**config.mk**
```make
export PLATFORM = sky130hd
export DESIGN_NAME = lca_ctrl
export DESIGN_NICKNAME = d
export VERILOG_FILES = /design/src/hdl/lca_pkg.sv /design/src/hdl/lca_ctrl.sv
export SDC_FILE = /design/constraint.sdc
export NUM_CORES = 1
export LEC_CHECK = 0
export BUFFER_PORTS_ARGS = -buffer_cell sky130_fd_sc_hd__buf_2
export CORE_MARGIN = 2
export CORE_UTILIZATION = 25
export CTS_CLUSTER_SIZE = 28
export DETAILED_ROUTE_END_ITERATION = 7
export GPL_TIMING_DRIVEN = 1
export SYNTH_ARGS = -nofsm -noshare
export SYNTH_HDL_FRONTEND = slang
export SYNTH_SLANG_ARGS = --single-unit
```
**constraint.sdc**
```tcl
create_clock -name i_clk -period 9.7 [get_ports i_clk]
set_input_delay 0.485 -clock i_clk [delete_from_list [all_inputs] [get_ports i_clk]]
set_output_delay 0.485 -clock i_clk [all_outputs]
set_load 0.01 [all_outputs]
```
**src/hdl/lca_pkg.sv**
```systemverilog
// ----------------------------------------------------------------------------
// lca_pkg
// Shared types, constants and helpers of the binary lifting ancestor engine.
// ----------------------------------------------------------------------------
`default_nettype none

package lca_pkg;

    localparam int NODE_W      = 10;
    localparam int LVL_W       = 4;
    localparam int JUMP_LEVELS = 16;
    localparam int MAX_NODES   = 1024;
    localparam int JADDR_W     = NODE_W + LVL_W;
    localparam int JMP_DEPTH   = MAX_NODES * JUMP_LEVELS;
    // step (up to 2**(JUMP_LEVELS-1)) plus a depth
    localparam int CMP_W       = JUMP_LEVELS + 1;

    localparam int IN_TDATA_W  = 32;
    localparam int IN_TUSER_W  = 2;
    localparam int OUT_TDATA_W = 16;
    localparam int APB_DATA_W  = 32;
    localparam int PADDR_W     = 3;
    localparam int REG_IDX_W   = PADDR_W - 2;

    typedef logic [NODE_W-1:0]     t_node;
    typedef logic [LVL_W-1:0]      t_lvl;
    typedef logic [JADDR_W-1:0]    t_jaddr;
    typedef logic [IN_TUSER_W-1:0] t_func;
    typedef logic [REG_IDX_W-1:0]  t_reg_idx;

    localparam t_func FUNC_LOAD  = 2'd0;
    localparam t_func FUNC_BUILD = 2'd1;
    localparam t_func FUNC_QUERY = 2'd2;

    localparam t_reg_idx REG_NODE_COUNT = 1'b0;

    localparam t_node NODE_NONE  = '0;
    localparam t_node NODE_ROOT  = NODE_W'(1);
    localparam t_lvl  LVL_ZERO   = '0;
    localparam t_lvl  LVL_FIRST  = LVL_W'(1);
    localparam t_lvl  LVL_LAST   = LVL_W'(JUMP_LEVELS - 1);

    typedef enum logic [3:0] {
        S_IDLE,
        S_B_RD1,
        S_B_RD2,
        S_B_WR,
        S_Q_DB,
        S_Q_SW,
        S_Q_UP,
        S_Q_DN,
        S_Q_FIN,
        S_DONE
    } t_state;

    typedef struct packed {
        logic   dep_we;
        t_node  dep_waddr;
        t_node  dep_wdata;
        t_node  dep_raddr;
        logic   jmp_we;
        t_jaddr jmp_waddr;
        t_node  jmp_wdata;
        t_jaddr jmp_raddr_a;
        t_jaddr jmp_raddr_b;
    } t_mem_req;

    typedef struct packed {
        t_node dep_rdata;
        t_node jmp_rdata_a;
        t_node jmp_rdata_b;
    } t_mem_rsp;

    function automatic t_jaddr jaddr(input t_node node, input t_lvl lvl);
        return {node, lvl};
    endfunction

    // index of the highest set bit, clamped to the top jump level
    function automatic t_lvl floor_log2(input t_node d);
        t_lvl r;
        r = LVL_ZERO;
        for (int i = 0; i < NODE_W; i++) begin
            if (d[i]) begin
                r = (i > JUMP_LEVELS - 1) ? LVL_LAST : LVL_W'(i);
            end
        end
        return r;
    endfunction

endpackage

`default_nettype wire

```
**src/hdl/lca_ctrl.sv**
```systemverilog
// ----------------------------------------------------------------------------
// lca_ctrl
// Sequencer for load, table build and ancestor query, with the result
// register on the output stream.
// ----------------------------------------------------------------------------
`default_nettype none

module lca_ctrl (
    input  logic                                i_clk,
    input  logic                                i_rst_n,
    input  lca_pkg::t_node                      i_node_count,
    input  logic                                s_tvalid,
    output logic                                s_tready,
    input  logic [lca_pkg::IN_TDATA_W-1:0]      s_tdata,
    input  lca_pkg::t_func                      s_tuser,
    output logic                                m_tvalid,
    input  logic                                m_tready,
    output logic [lca_pkg::OUT_TDATA_W-1:0]     m_tdata,
    output lca_pkg::t_mem_req                   o_req,
    input  lca_pkg::t_mem_rsp                   i_rsp
);
    import lca_pkg::*;

    t_state r_state, n_state;
    t_node  r_a, n_a;
    t_node  r_b, n_b;
    t_node  r_da, n_da;
    t_node  r_db, n_db;
    t_lvl   r_lvl, n_lvl;
    t_lvl   r_top, n_top;
    t_node  r_node, n_node;
    t_node  r_res, n_res;
    logic   r_out_valid, n_out_valid;
    t_node  r_out_data, n_out_data;

    t_node            in_a;
    t_node            in_b;
    t_node            in_d;
    t_node            sw_a;
    t_node            sw_b;
    t_node            sw_da;
    t_node            sw_db;
    t_lvl             sw_top;
    logic [CMP_W-1:0] up_step;
    logic             up_lift;
    t_node            up_a;
    logic             dn_move;
    t_node            dn_a;
    t_node            dn_b;
    t_lvl             lvl_dec;

    assign in_a = s_tdata[NODE_W-1:0];
    assign in_b = s_tdata[2*NODE_W-1:NODE_W];
    assign in_d = s_tdata[3*NODE_W-1:2*NODE_W];

    // deeper node goes first
    always_comb begin
        if (r_da < i_rsp.dep_rdata) begin
            sw_a  = r_b;
            sw_b  = r_a;
            sw_da = i_rsp.dep_rdata;
            sw_db = r_da;
        end else begin
            sw_a  = r_a;
            sw_b  = r_b;
            sw_da = r_da;
            sw_db = i_rsp.dep_rdata;
        end
    end

    assign sw_top  = floor_log2(sw_da);
    assign lvl_dec = r_lvl - LVL_FIRST;

    // lift when the depth after the step stays at or above the other node's depth
    assign up_step = CMP_W'(1) << r_lvl;
    assign up_lift = CMP_W'(i_rsp.dep_rdata) >= (up_step + CMP_W'(r_db));
    assign up_a    = up_lift ? i_rsp.jmp_rdata_a : r_a;

    assign dn_move = (i_rsp.jmp_rdata_a != NODE_NONE) &&
                     (i_rsp.jmp_rdata_a != i_rsp.jmp_rdata_b);
    assign dn_a    = dn_move ? i_rsp.jmp_rdata_a : r_a;
    assign dn_b    = dn_move ? i_rsp.jmp_rdata_b : r_b;

    always_ff @(posedge i_clk) begin
        if (!i_rst_n) begin
            r_state     <= S_IDLE;
            r_out_valid <= 1'b0;
        end else begin
            r_state     <= n_state;
            r_out_valid <= n_out_valid;
        end
    end

    always_ff @(posedge i_clk) begin
        r_a        <= n_a;
        r_b        <= n_b;
        r_da       <= n_da;
        r_db       <= n_db;
        r_lvl      <= n_lvl;
        r_top      <= n_top;
        r_node     <= n_node;
        r_res      <= n_res;
        r_out_data <= n_out_data;
    end

    always_comb begin
        n_state     = r_state;
        n_a         = r_a;
        n_b         = r_b;
        n_da        = r_da;
        n_db        = r_db;
        n_lvl       = r_lvl;
        n_top       = r_top;
        n_node      = r_node;
        n_res       = r_res;
        n_out_valid = r_out_valid;
        n_out_data  = r_out_data;
        o_req       = '0;
        s_tready    = 1'b0;

        if (r_out_valid && m_tready) begin
            n_out_valid = 1'b0;
        end

        unique case (r_state)
            S_IDLE: begin
                s_tready = 1'b1;
                if (s_tvalid) begin
                    n_res = NODE_NONE;
                    case (s_tuser)
                        FUNC_LOAD: begin
                            if (in_a != NODE_NONE) begin
                                o_req.dep_we    = 1'b1;
                                o_req.dep_waddr = in_a;
                                o_req.dep_wdata = in_d;
                                o_req.jmp_we    = 1'b1;
                                o_req.jmp_waddr = jaddr(in_a, LVL_ZERO);
                                o_req.jmp_wdata = in_b;
                            end
                            n_state = S_DONE;
                        end
                        FUNC_BUILD: begin
                            n_node  = NODE_ROOT;
                            n_lvl   = LVL_FIRST;
                            n_state = (i_node_count == NODE_NONE) ? S_DONE : S_B_RD1;
                        end
                        FUNC_QUERY: begin
                            n_a             = in_a;
                            n_b             = in_b;
                            o_req.dep_raddr = in_a;
                            n_state         = S_Q_DB;
                        end
                        default: begin
                            n_state = S_DONE;
                        end
                    endcase
                end
            end
            S_B_RD1: begin
                o_req.jmp_raddr_a = jaddr(r_node, lvl_dec);
                n_state           = S_B_RD2;
            end
            S_B_RD2: begin
                // a none midpoint reads back as none
                o_req.jmp_raddr_a = jaddr(i_rsp.jmp_rdata_a, lvl_dec);
                n_state           = S_B_WR;
            end
            S_B_WR: begin
                o_req.jmp_we    = 1'b1;
                o_req.jmp_waddr = jaddr(r_node, r_lvl);
                o_req.jmp_wdata = i_rsp.jmp_rdata_a;
                n_state         = S_B_RD1;
                if (r_node == i_node_count) begin
                    n_node = NODE_ROOT;
                    if (r_lvl == LVL_LAST) begin
                        n_state = S_DONE;
                    end else begin
                        n_lvl = r_lvl + LVL_FIRST;
                    end
                end else begin
                    n_node = r_node + NODE_W'(1);
                end
            end
            S_Q_DB: begin
                n_da            = i_rsp.dep_rdata;
                o_req.dep_raddr = r_b;
                n_state         = S_Q_SW;
            end
            S_Q_SW: begin
                n_a   = sw_a;
                n_b   = sw_b;
                n_db  = sw_db;
                n_top = sw_top;
                n_lvl = sw_top;
                if (sw_da == NODE_NONE) begin
                    // no lifting levels at all
                    if (sw_a == sw_b) begin
                        n_res   = sw_a;
                        n_state = S_DONE;
                    end else begin
                        o_req.jmp_raddr_a = jaddr(sw_a, LVL_ZERO);
                        n_state           = S_Q_FIN;
                    end
                end else begin
                    o_req.dep_raddr   = sw_a;
                    o_req.jmp_raddr_a = jaddr(sw_a, sw_top);
                    n_state           = S_Q_UP;
                end
            end
            S_Q_UP: begin
                n_a = up_a;
                if (r_lvl == LVL_ZERO) begin
                    if (up_a == r_b) begin
                        n_res   = up_a;
                        n_state = S_DONE;
                    end else begin
                        o_req.jmp_raddr_a = jaddr(up_a, r_top);
                        o_req.jmp_raddr_b = jaddr(r_b, r_top);
                        n_lvl             = r_top;
                        n_state           = S_Q_DN;
                    end
                end else begin
                    o_req.dep_raddr   = up_a;
                    o_req.jmp_raddr_a = jaddr(up_a, lvl_dec);
                    n_lvl             = lvl_dec;
                end
            end
            S_Q_DN: begin
                n_a = dn_a;
                n_b = dn_b;
                if (r_lvl == LVL_ZERO) begin
                    o_req.jmp_raddr_a = jaddr(dn_a, LVL_ZERO);
                    n_state           = S_Q_FIN;
                end else begin
                    o_req.jmp_raddr_a = jaddr(dn_a, lvl_dec);
                    o_req.jmp_raddr_b = jaddr(dn_b, lvl_dec);
                    n_lvl             = lvl_dec;
                end
            end
            S_Q_FIN: begin
                n_res   = i_rsp.jmp_rdata_a;
                n_state = S_DONE;
            end
            S_DONE: begin
                if (!r_out_valid || m_tready) begin
                    n_out_valid = 1'b1;
                    n_out_data  = r_res;
                    n_state     = S_IDLE;
                end
            end
            default: begin
                n_state = S_IDLE;
            end
        endcase
    end

    assign m_tvalid = r_out_valid;
    assign m_tdata  = OUT_TDATA_W'(r_out_data);

endmodule

`default_nettype wire

```
## Word-level counts from Yosys, hierarchy flattened

Index checks and enable logic that the tools add are counted.

- Reduce and logical (&&, ||, !) cells: 23
- Shift operators: 1
- Mux-type cells: 76
- $add $sub $neg: 4
- Eq/ne operators: 29
- Order comparisons: 2

Operators with widths:

| operator | count |
|---|---|
| 10-bit 2-to-1 mux | 22 |
| 10-bit one-hot mux with 4 select lines | 3 |
| 4-bit 2-to-1 mux | 25 |
| 14-bit 2-to-1 mux | 5 |
| 14-bit one-hot mux with 5 select lines | 1 |
| 21-bit 2-to-1 mux | 3 |
| 56-bit 2-to-1 mux | 1 |
| 25-bit 2-to-1 mux | 2 |
| 25-bit one-hot mux with 2 select lines | 1 |
| 4-bit one-hot mux with 10 select lines | 1 |
| 10-bit equality test | 3 |
| 10-bit one-hot mux with 3 select lines | 1 |
| 28-bit 2-to-1 mux | 1 |
| 14-bit one-hot mux with 2 select lines | 1 |
| 10-bit logical NOT | 2 |
| 2-bit inequality test, second input constant | 10 |
| 10-bit one-hot mux with 2 select lines | 1 |
| 4-bit one-hot mux with 5 select lines | 1 |
| 10-bit nonzero test | 2 |
| 17-bit by 10-bit adder with 17-bit output | 1 |
| 10-bit by 17-bit greater-or-equal comparator with 1-bit output | 1 |
| 1-bit by 4-bit left shift with 17-bit output, first input constant | 1 |
| 4-bit by 3-bit equality test with 1-bit output, second input constant | 4 |
| 4-bit equality test, second input constant | 3 |
| other kinds (27) | 39 |

- Output and inout port bits: 102
- Word-level logic and storage cells: 146
- Bits of input ports: 78
- Flip-flop bits (word level): 83

## Longest topological paths before layout

Gate-level depths: netlist of run 1.

- Depth after elaboration: 13
- Gate-level depth with buffers: 22
- Mapped depth without buffers: 21

## Least setup slack after synthesis of run 1

No wires, ideal clock.

- Path kind: register to output
- Start point: register r_lvl[0]
- End point: output o_req[18] (netlist name)
- Data arrival time: 4.286 ns
- Buffers on the path: 1
- Data required time: 9.215 ns
- Path slack: 4.929 ns
- Cell stages (with the launch flop): 22
- Path through: edfxtp_1 -> inv_1 -> ha_1 -> nand2_1 -> inv_2 -> ha_1 -> fa_1 -> a21oi_1 -> o211ai_1 -> a21o_1 -> a21oi_1 -> xor2_1 -> ha_1 -> a21oi_1 -> o21ai_1 -> a21oi_1 -> o31ai_1 -> nand4_1 -> buf_2 -> mux2i_1 -> nor2_1 -> a221o_1

RTL lines:

| item | RTL line | RTL |
|---|---|---|
| start, declared | lca_ctrl.sv:29 | `t_lvl r_lvl, n_lvl;` |
| start signal, assigned | lca_ctrl.sv:99 | `r_lvl <= n_lvl;` |
| end, declared | lca_ctrl.sv:19 | `output lca_pkg::t_mem_req o_req,` |

==> impl_metrics.csv, run 1 <==
group,metric,value,unit
outcome,status,"finished, final reports clean",
power_and_ir_drop,p_leak,0.00384,uW
placement,routabilityCongestion,0.884,
finish,area_growth,19.8,%
worst_hold_path,whs_endpoint,"r_da[0]$_DFFE_PN_",
clock_tree,clock_sinks,83,
detailed_routing,drt_iter0_markers,661,
worst_hold_path,hold_depth,1,
grt,grt_pass1_wl,39600,microns
synthesis,netlist_area,7390,sq um
finish,drive_gt1_share,23.3,%
power_and_ir_drop,power.density,201,nW/um^2
placement,hpwl,20000,microns
setup_path,reg2reg_to,"r_res[0]$_DFFE_PP_",
synthesis,synth.largest_area_cell,"edfxtp_1",
grt,antenna_found_initial,0,
die,core,28900,sq um
job,maxCapViolations,0,
die,die_x,176,microns
timing,slew_headroom,24.5,%
synthesis,yosys_warnings,0,
setup_path,cpPeakStageDelay,0.89,ns
synthesis,seq_area_frac_synth,33.0,%
synthesis,synth-edff-count,78,
detailed_routing,via_per_inst,5.38,
synthesis,synth_ff_type,"edfxtp_1",
timing,rsz0062_at_grt,"no",
clock_tree,cts_root_buffer,"clkbuf_16",
clock_tree,hold_buffers,0,
synthesis,synth.distinct_cells,70,
setup_path,cp-end-kind,"output port",
detailed_routing,vias,7119,
power_and_ir_drop,vdd_drop_max,146,uV
detailed_routing,ant_nets,0,
worst_hold_path,hp-class,"in -> reg",
clock_tree,cts_tree,"yes",
synthesis,syn_inst,804,
grt,gr-total-overflow,0,
detailed_routing,wl,26500,microns
clock_tree,cts.path.max_buffers,2,
clock_tree,cts_buffers,9,
synthesis,ys_ff_latch,83,
clock_tree,clk_latency,0.36,ns
worst_hold_path,hp-start,"i_rsp[20]",
setup_path,cp_data_arrival_time,6.94,ns
detailed_routing,drc,0,
detailed_routing,wire_per_inst,20.1,microns
timing,fmax,135,MHz
timing,hold_viol_final,0,
timing,tightest_slew,1.13,ns
finish,final_cell_area,8850,sq um
grt,grt_max_degree,43,
placement,placed_area,8560,sq um
timing,final.min_clock_period,7.42,ns
timing,fin_setup_tns,0,ns
setup_path,rr_startpoint,"r_lvl[0]$_DFFE_PP_",
clock_tree,clk_pin_slew,0.06,ns
finish,utilization,30.6,%
clock_tree,postCtsResizedCells,0,
finish,diodes,0,
synthesis,syn_avg_cell_area,9.19,sq um
synthesis,postSynth.asyncResetShare,0,%
setup_path,path_class,"reg -> out",
setup_path,r2r_cells,18,
setup_path,critical_path_required,9.22,ns
setup_path,cp_max_fo,15,
clock_tree,cts_setup_buffers,0,
clock_tree,htreeDepth,3,
grt,grt_usage,16.5,%
die,boundaryPins,180,
die,rows,62,
setup_path,rrSetupSlack,3.15,ns
die,initial_utilization,25.5,%
synthesis,netlist_top_cells_area,"edfxtp_1 (32%), mux2i_1 (7.0%), ha_1 (6.3%)",
setup_path,start_kind,"register",
die,die_area,31000,sq um
timing,maxSlewViolCount,0,
timing,finalSetupViolCount,0,
setup_path,critPathSlowestCell,"nand4_1",
timing,finalClockSkew,0.0129,ns
finish,nets,1050,
detailed_routing,firstDrtPassIters,5,
die,die_y,176,microns
timing,finalCritPeriodShare,76.5,%
grt,grt_pass1_vias,6573,
placement,portBuffers,171,
synthesis,yosysTopAreaCellShare,31.7,%
setup_path,path_cells,"inv_1 > ha_1 > nand2_1 > inv_2 > ha_1 > fa_1 > a21oi_1 > o211ai_1 > a21o_1 > a21oi_1 > xor2_1 > ha_1 > nand2_1 > o31ai_1 > nand4_1 > mux2_4 > nand2_1 > a221o_1 > buf_2",
[worst max-delay path, delay by kind of cell (launching register included)]
kind	cells	cell delay, ns
flops	1	0.54
compound gates	6	1.49
buf+inv	3	0.53
xor+xnor	1	0.10
fa+ha+maj	4	1.31
mux	1	0.68
simple gates	4	1.91
[per-layer routing]
layer	track usage (%)	part of all wire, %
met5	0	0
met4	4.99	1.9
met3	2.26	6.6
met2	26.3	46
met1	23.2	45
[where the power goes]
group	switching (uW)	internal, uW	total (uW)
registers	106	498	603
clock network	166	180	347
logic	494	335	829
[per-stage QoR]
stage | std cells | hold slack, ns | worst slack [ns] | total power, uW
final | 1323 | 0.388 | 2.28 | 1780
after global routing | 1323 | 0.389 | 2.08 | 1880
after CTS | 1323 | 0.379 | 2.39 | 1770
after detailed placement | 1307 | 0.405 | 2.78 | 1430
after global placement | 1307 | 0.406 | 2.79 | 1410
after floorplan | 809 | 0.400 | 4.93 | 1130
[flip-flops by register name, summed over array words and instances (netlist names)]
register    cells
r_da           10
m_tvalid        1
r_db           10
r_a            10
r_res          10
r_b            10
r_node         10
r_out_data     10
r_lvl           4
r_state         4
r_top           4
[worst max-delay path by stage]
stage / slack, ns / depth (start not counted) / to / startpoint
finish: 2.28 / 19 / o_req[27] / r_lvl[0]$_DFFE_PP_
global route: 2.08 / 19 / o_req[19] / r_lvl[0]$_DFFE_PP_
CTS: 2.39 / 19 / o_req[27] / r_lvl[0]$_DFFE_PP_
detailed placement: 2.78 / 19 / o_req[27] / r_lvl[0]$_DFFE_PP_
global placement: 2.79 / 19 / o_req[27] / r_lvl[0]$_DFFE_PP_
floorplan: 4.93 / 21 / o_req[18] / r_lvl[0]$_DFFE_PP_
[cells by family (layout without fill, tap and decap cells)]
kind of cell | Yosys count | count (layout) | synth area share [%]
flops | 83 | 83 | 33.0
xor+xnor | 59 | 59 | 6.99
simple gates | 242 | 242 | 16.2
compound gates | 225 | 225 | 23.2
mux | 63 | 63 | 8.77
other cells | 1 | 6 | 0.0507
fa+ha+maj | 38 | 38 | 6.53
buf+inv | 93 | 223 | 5.25
[placed cells by master, fill, tap and decap left out, drive strengths merged, types with 12 or more instances in the layout]
| cell | instances |
|---|---|
| nand2 | 44 |
| nand3 | 17 |
| buf | 182 |
| o21ai | 26 |
| a22o | 21 |
| o221ai | 12 |
| nand4 | 13 |
| edfxtp | 78 |
| nor3 | 18 |
| a21o | 25 |
| a21oi | 31 |
| and2 | 30 |
| a221o | 21 |
| xor2 | 23 |
| mux2i | 52 |
| nor2 | 78 |
| xnor2 | 36 |
| ha | 37 |
| inv | 29 |
| a211o | 13 |
[final cells by class]
| type | count | area, sq um |
|---|---|---|
| Tap cell | 384 | 480 |
| Clock buffer | 9 | 225 |
| Multi-Input combinational cell | 633 | 4610 |
| Inverter | 25 | 93.8 |
| Sequential cell | 83 | 2440 |
| Clock inverter | 7 | 66.3 |
| Timing Repair Buffer | 182 | 938 |
| Fill cell | 3040 | 20100 |
[cells in the mapped netlist, drive strengths merged (3+ instances only)]
cell type and number:
edfxtp 78, nor2 78, clkbuf 55, mux2i 52
nand2 44, ha 37, xnor2 36, a21oi 31
and2 30, o21ai 26, a21o 25, inv 25
xor2 23, a221o 21, a22o 21, nor3 18
nand3 17, a211o 13, buf 13, nand4 13
o221ai 12, a22oi 11, mux2 11, o22ai 11
o31a 10, nor4 8, a31oi 7, nand2b 7
nor2b 7, or4 6, a211oi 5, and3 5
dfxtp 5, o211ai 5, o21bai 5, o2bb2ai 3
o31ai 3, o41ai 3, or3 3
Power figures use the tool's default switching activity.
==> run 2: changes to the inputs <==
Settings changed: ABC_AREA set to 1.
Clock period 9.7 ns to 7.4 ns, I/O delays scaled along.
==> run 2 against run 1 <==
Effect of this change:
- sequential power grew 50%
- critical path type unchanged
- clock power is 27% higher
- register-to-register slack got worse by 1.5 ns
- count of clock-buffer cells in the layout unchanged
- combinational power grew 85%
==> impl_metrics.csv, run 2 <==
group,metric,value,unit
detailed_routing,ant_nets,0,
detailed_routing,firstDrtPassIters,6,
synthesis,synth_top_family_by_area,"simple AND/OR/NAND/NOR gates",
clock_tree,cts.path.max_buffers,2,
grt,grt_max_degree,81,
detailed_routing,wire_per_inst,18.2,microns
synthesis,yosys.area_share.adder,6.12,%
synthesis,postSynth.asyncResetShare,0,%
die,die_x,182,microns
job,maxCapViolations,0,
finish,nets,1378,
setup_path,crit_top_cell,"nand2_1",
clock_tree,hold_buffers,0,
timing,fin_setup_tns,0,ns
clock_tree,clk_pin_slew,0.06,ns
clock_tree,postCtsResizedCells,0,
die,core,31300,sq um
finish,diodes,0,
die,die_y,182,microns
finish,nFillCells,3381,
die,rows,65,
timing,final.min_clock_period,6.00,ns
synthesis,syn_inst,1111,
timing,fmax,167,MHz
setup_path,critPathSlowestCell,"fa_1",
synthesis,ys_ff_latch,83,
timing,finalCritPeriodShare,81.1,%
setup_path,critical_path_required,7.03,ns
timing,tightest_slew,1.14,ns
power_and_ir_drop,power.density,306,nW/um^2
power_and_ir_drop,vdd_drop_max,109,uV
synthesis,seq_area_frac_synth,31.0,%
finish,drive_gt1_share,21.1,%
setup_path,cp_data_arrival_time,5.63,ns
timing,rsz0062_at_grt,"no",
die,die_area,33000,sq um
synthesis,synthXorXnorAreaFrac,3.00,%
detailed_routing,via_per_inst,4.98,
setup_path,start_kind,"register",
worst_hold_path,hp-class,"in -> reg",
synthesis,netlist_top_cells_area,"edfxtp_1 (30%), nand2_1 (11%), inv_1 (8.4%)",
grt,gr-total-overflow,0,
clock_tree,clk_latency,0.37,ns
grt,antenna_found_initial,0,
timing,hold_ws,0.244,ns
synthesis,yosys.area_share.simple,28.2,%
clock_tree,clock_sinks,83,
setup_path,cpPeakStageDelay,0.51,ns
synthesis,synth_most_common_cell,"nand2_1",
detailed_routing,vias,8312,
synthesis,synth_ff_type,"edfxtp_1",
synthesis,synth.distinct_cells,58,
finish,final_cells,1669,
timing,hold_viol_final,0,
placement,hpwl,23700,microns
placement,portBuffers,171,
timing,slew_headroom,23.6,%
clock_tree,cts_setup_buffers,0,
setup_path,cp-end-kind,"output port",
placement,routabilityCongestion,0.964,
timing,maxSlewViolCount,0,
setup_path,path_class,"reg -> out",
grt,grt_usage,18.1,%
synthesis,synthMuxAreaShare,0,%
die,initial_utilization,25.2,%
finish,layout_commonest_cell,"nand2_1",
synthesis,netlist_area,7890,sq um
synthesis,yosys_warnings,0,
synthesis,synth-edff-count,78,
grt,grt_pass1_wl,45800,microns
grt,grt_pass1_vias,7854,
timing,finalClockSkew,0.0157,ns
finish,final_cell_mix,"nand2_1 (239), inv_1 (176), buf_2 (171)",
detailed_routing,drt_iter0_markers,758,
die,boundaryPins,180,
synthesis,yosysTopAreaCellShare,29.7,%
finish,area_growth,18.9,%
clock_tree,cts_root_buffer,"clkbuf_16",
clock_tree,cts_buffers,9,
clock_tree,htreeDepth,3,
clock_tree,cts_tree,"yes",
synthesis,synth_common_cells,"nand2_1 (239), inv_1 (176), nor2_1 (109)",
power_and_ir_drop,p_leak,0.00451,uW
placement,place_inst,1653,
synthesis,synth.largest_area_cell,"edfxtp_1",
setup_path,cp_max_fo,14,
detailed_routing,drc,0,
synthesis,synth-compound-area-share,19.9,%
synthesis,syn_avg_cell_area,7.10,sq um
detailed_routing,wl,30400,microns
outcome,status,"finished, final reports clean",
timing,finalSetupViolCount,0,
-- run 2: changes by cell type after synthesis, sizes merged, moves of 28 or more --
| cell | previous run | this run |
|---|---|---|
| o211ai | 5 | 37 |
| mux2i | 52 | 0 |
| nand2 | 44 | 262 |
| o21ai | 26 | 96 |
| nor2 | 78 | 117 |
| a21oi | 31 | 59 |
| inv | 25 | 181 |
| nand3 | 17 | 50 |
-- run 2: area by class of cell --
type,count,area (sq um),share of cell area [%]
Clock buffer,9,225,2.40
Timing Repair Buffer,179,916,9.76
Inverter,181,689,7.35
Sequential cell,83,2440,26.0
Multi-Input combinational cell,808,4550,48.5
Tap cell,402,503,5.36
Clock inverter,7,51.3,0.547
-- run 2: report_power, final --
part	switching (uW)	total [uW]	internal, uW
Combinational	1050	1530	476
Clock	212	441	229
Sequential	180	906	726
-- run 2: final timing paths --
check,start,end,slack (ns),cells after the start
max reg2reg,r_lvl[0]$_DFFE_PP_,r_res[8]$_DFFE_PP_,1.63,27
min,i_rsp[21],r_da[1]$_DFFE_PN_,0.24,1
max,r_lvl[0]$_DFFE_PP_,o_req[17],1.40,29
min reg2reg,r_res[8]$_DFFE_PP_,r_out_data[8]$_DFFE_PP_,0.42,0
-- run 2: critical path, delay by kind of cell, from the launching register on --
kind                       cells  cell delay (ns)
and+or+nand+nor               17             2.31
AOI/OAI and AO/OA              3             0.47
xor gates and xnor gates       1             0.15
buffers and inverters          4             0.57
DFF                            1             0.45
adders and majority gates      4             1.31
-- run 2: cells by family after synthesis --
group / Yosys count
compound gates: 245
xor+xnor: 27
fa+ha+maj: 38
buf+inv: 225
flops: 83
other cells: 1
simple gates: 492
-- run 2: metal layers --
layer / vias up / wire, microns / part of all wire (%) / GRT usage (%)
li1: 4058 / - / - / -
met1: 3849 / 13500 / 44 / 24.5
met2: 346 / 13500 / 45 / 28.2
met3: 59 / 2260 / 7.5 / 3.25
met4: 0 / 1110 / 3.6 / 8.23
met5: - / 0 / 0 / 0
-- run 2: per-stage QoR --
stage / worst slack [ns] / total power (uW) / utilization, % / cell area [sq um]
6_report: 1.40 / 2880 / 30.0 / 9380
5_1_grt: 0.915 / 3070 / 30.0 / 9380
4_1_cts: 1.38 / 2860 / 30.0 / 9380
3_5_place_dp: 1.66 / 2410 / 29.1 / 9100
3_3_place_gp: 1.84 / 2400 / 29.1 / 9100
2_1_floorplan: 2.37 / 1910 / - / 7910
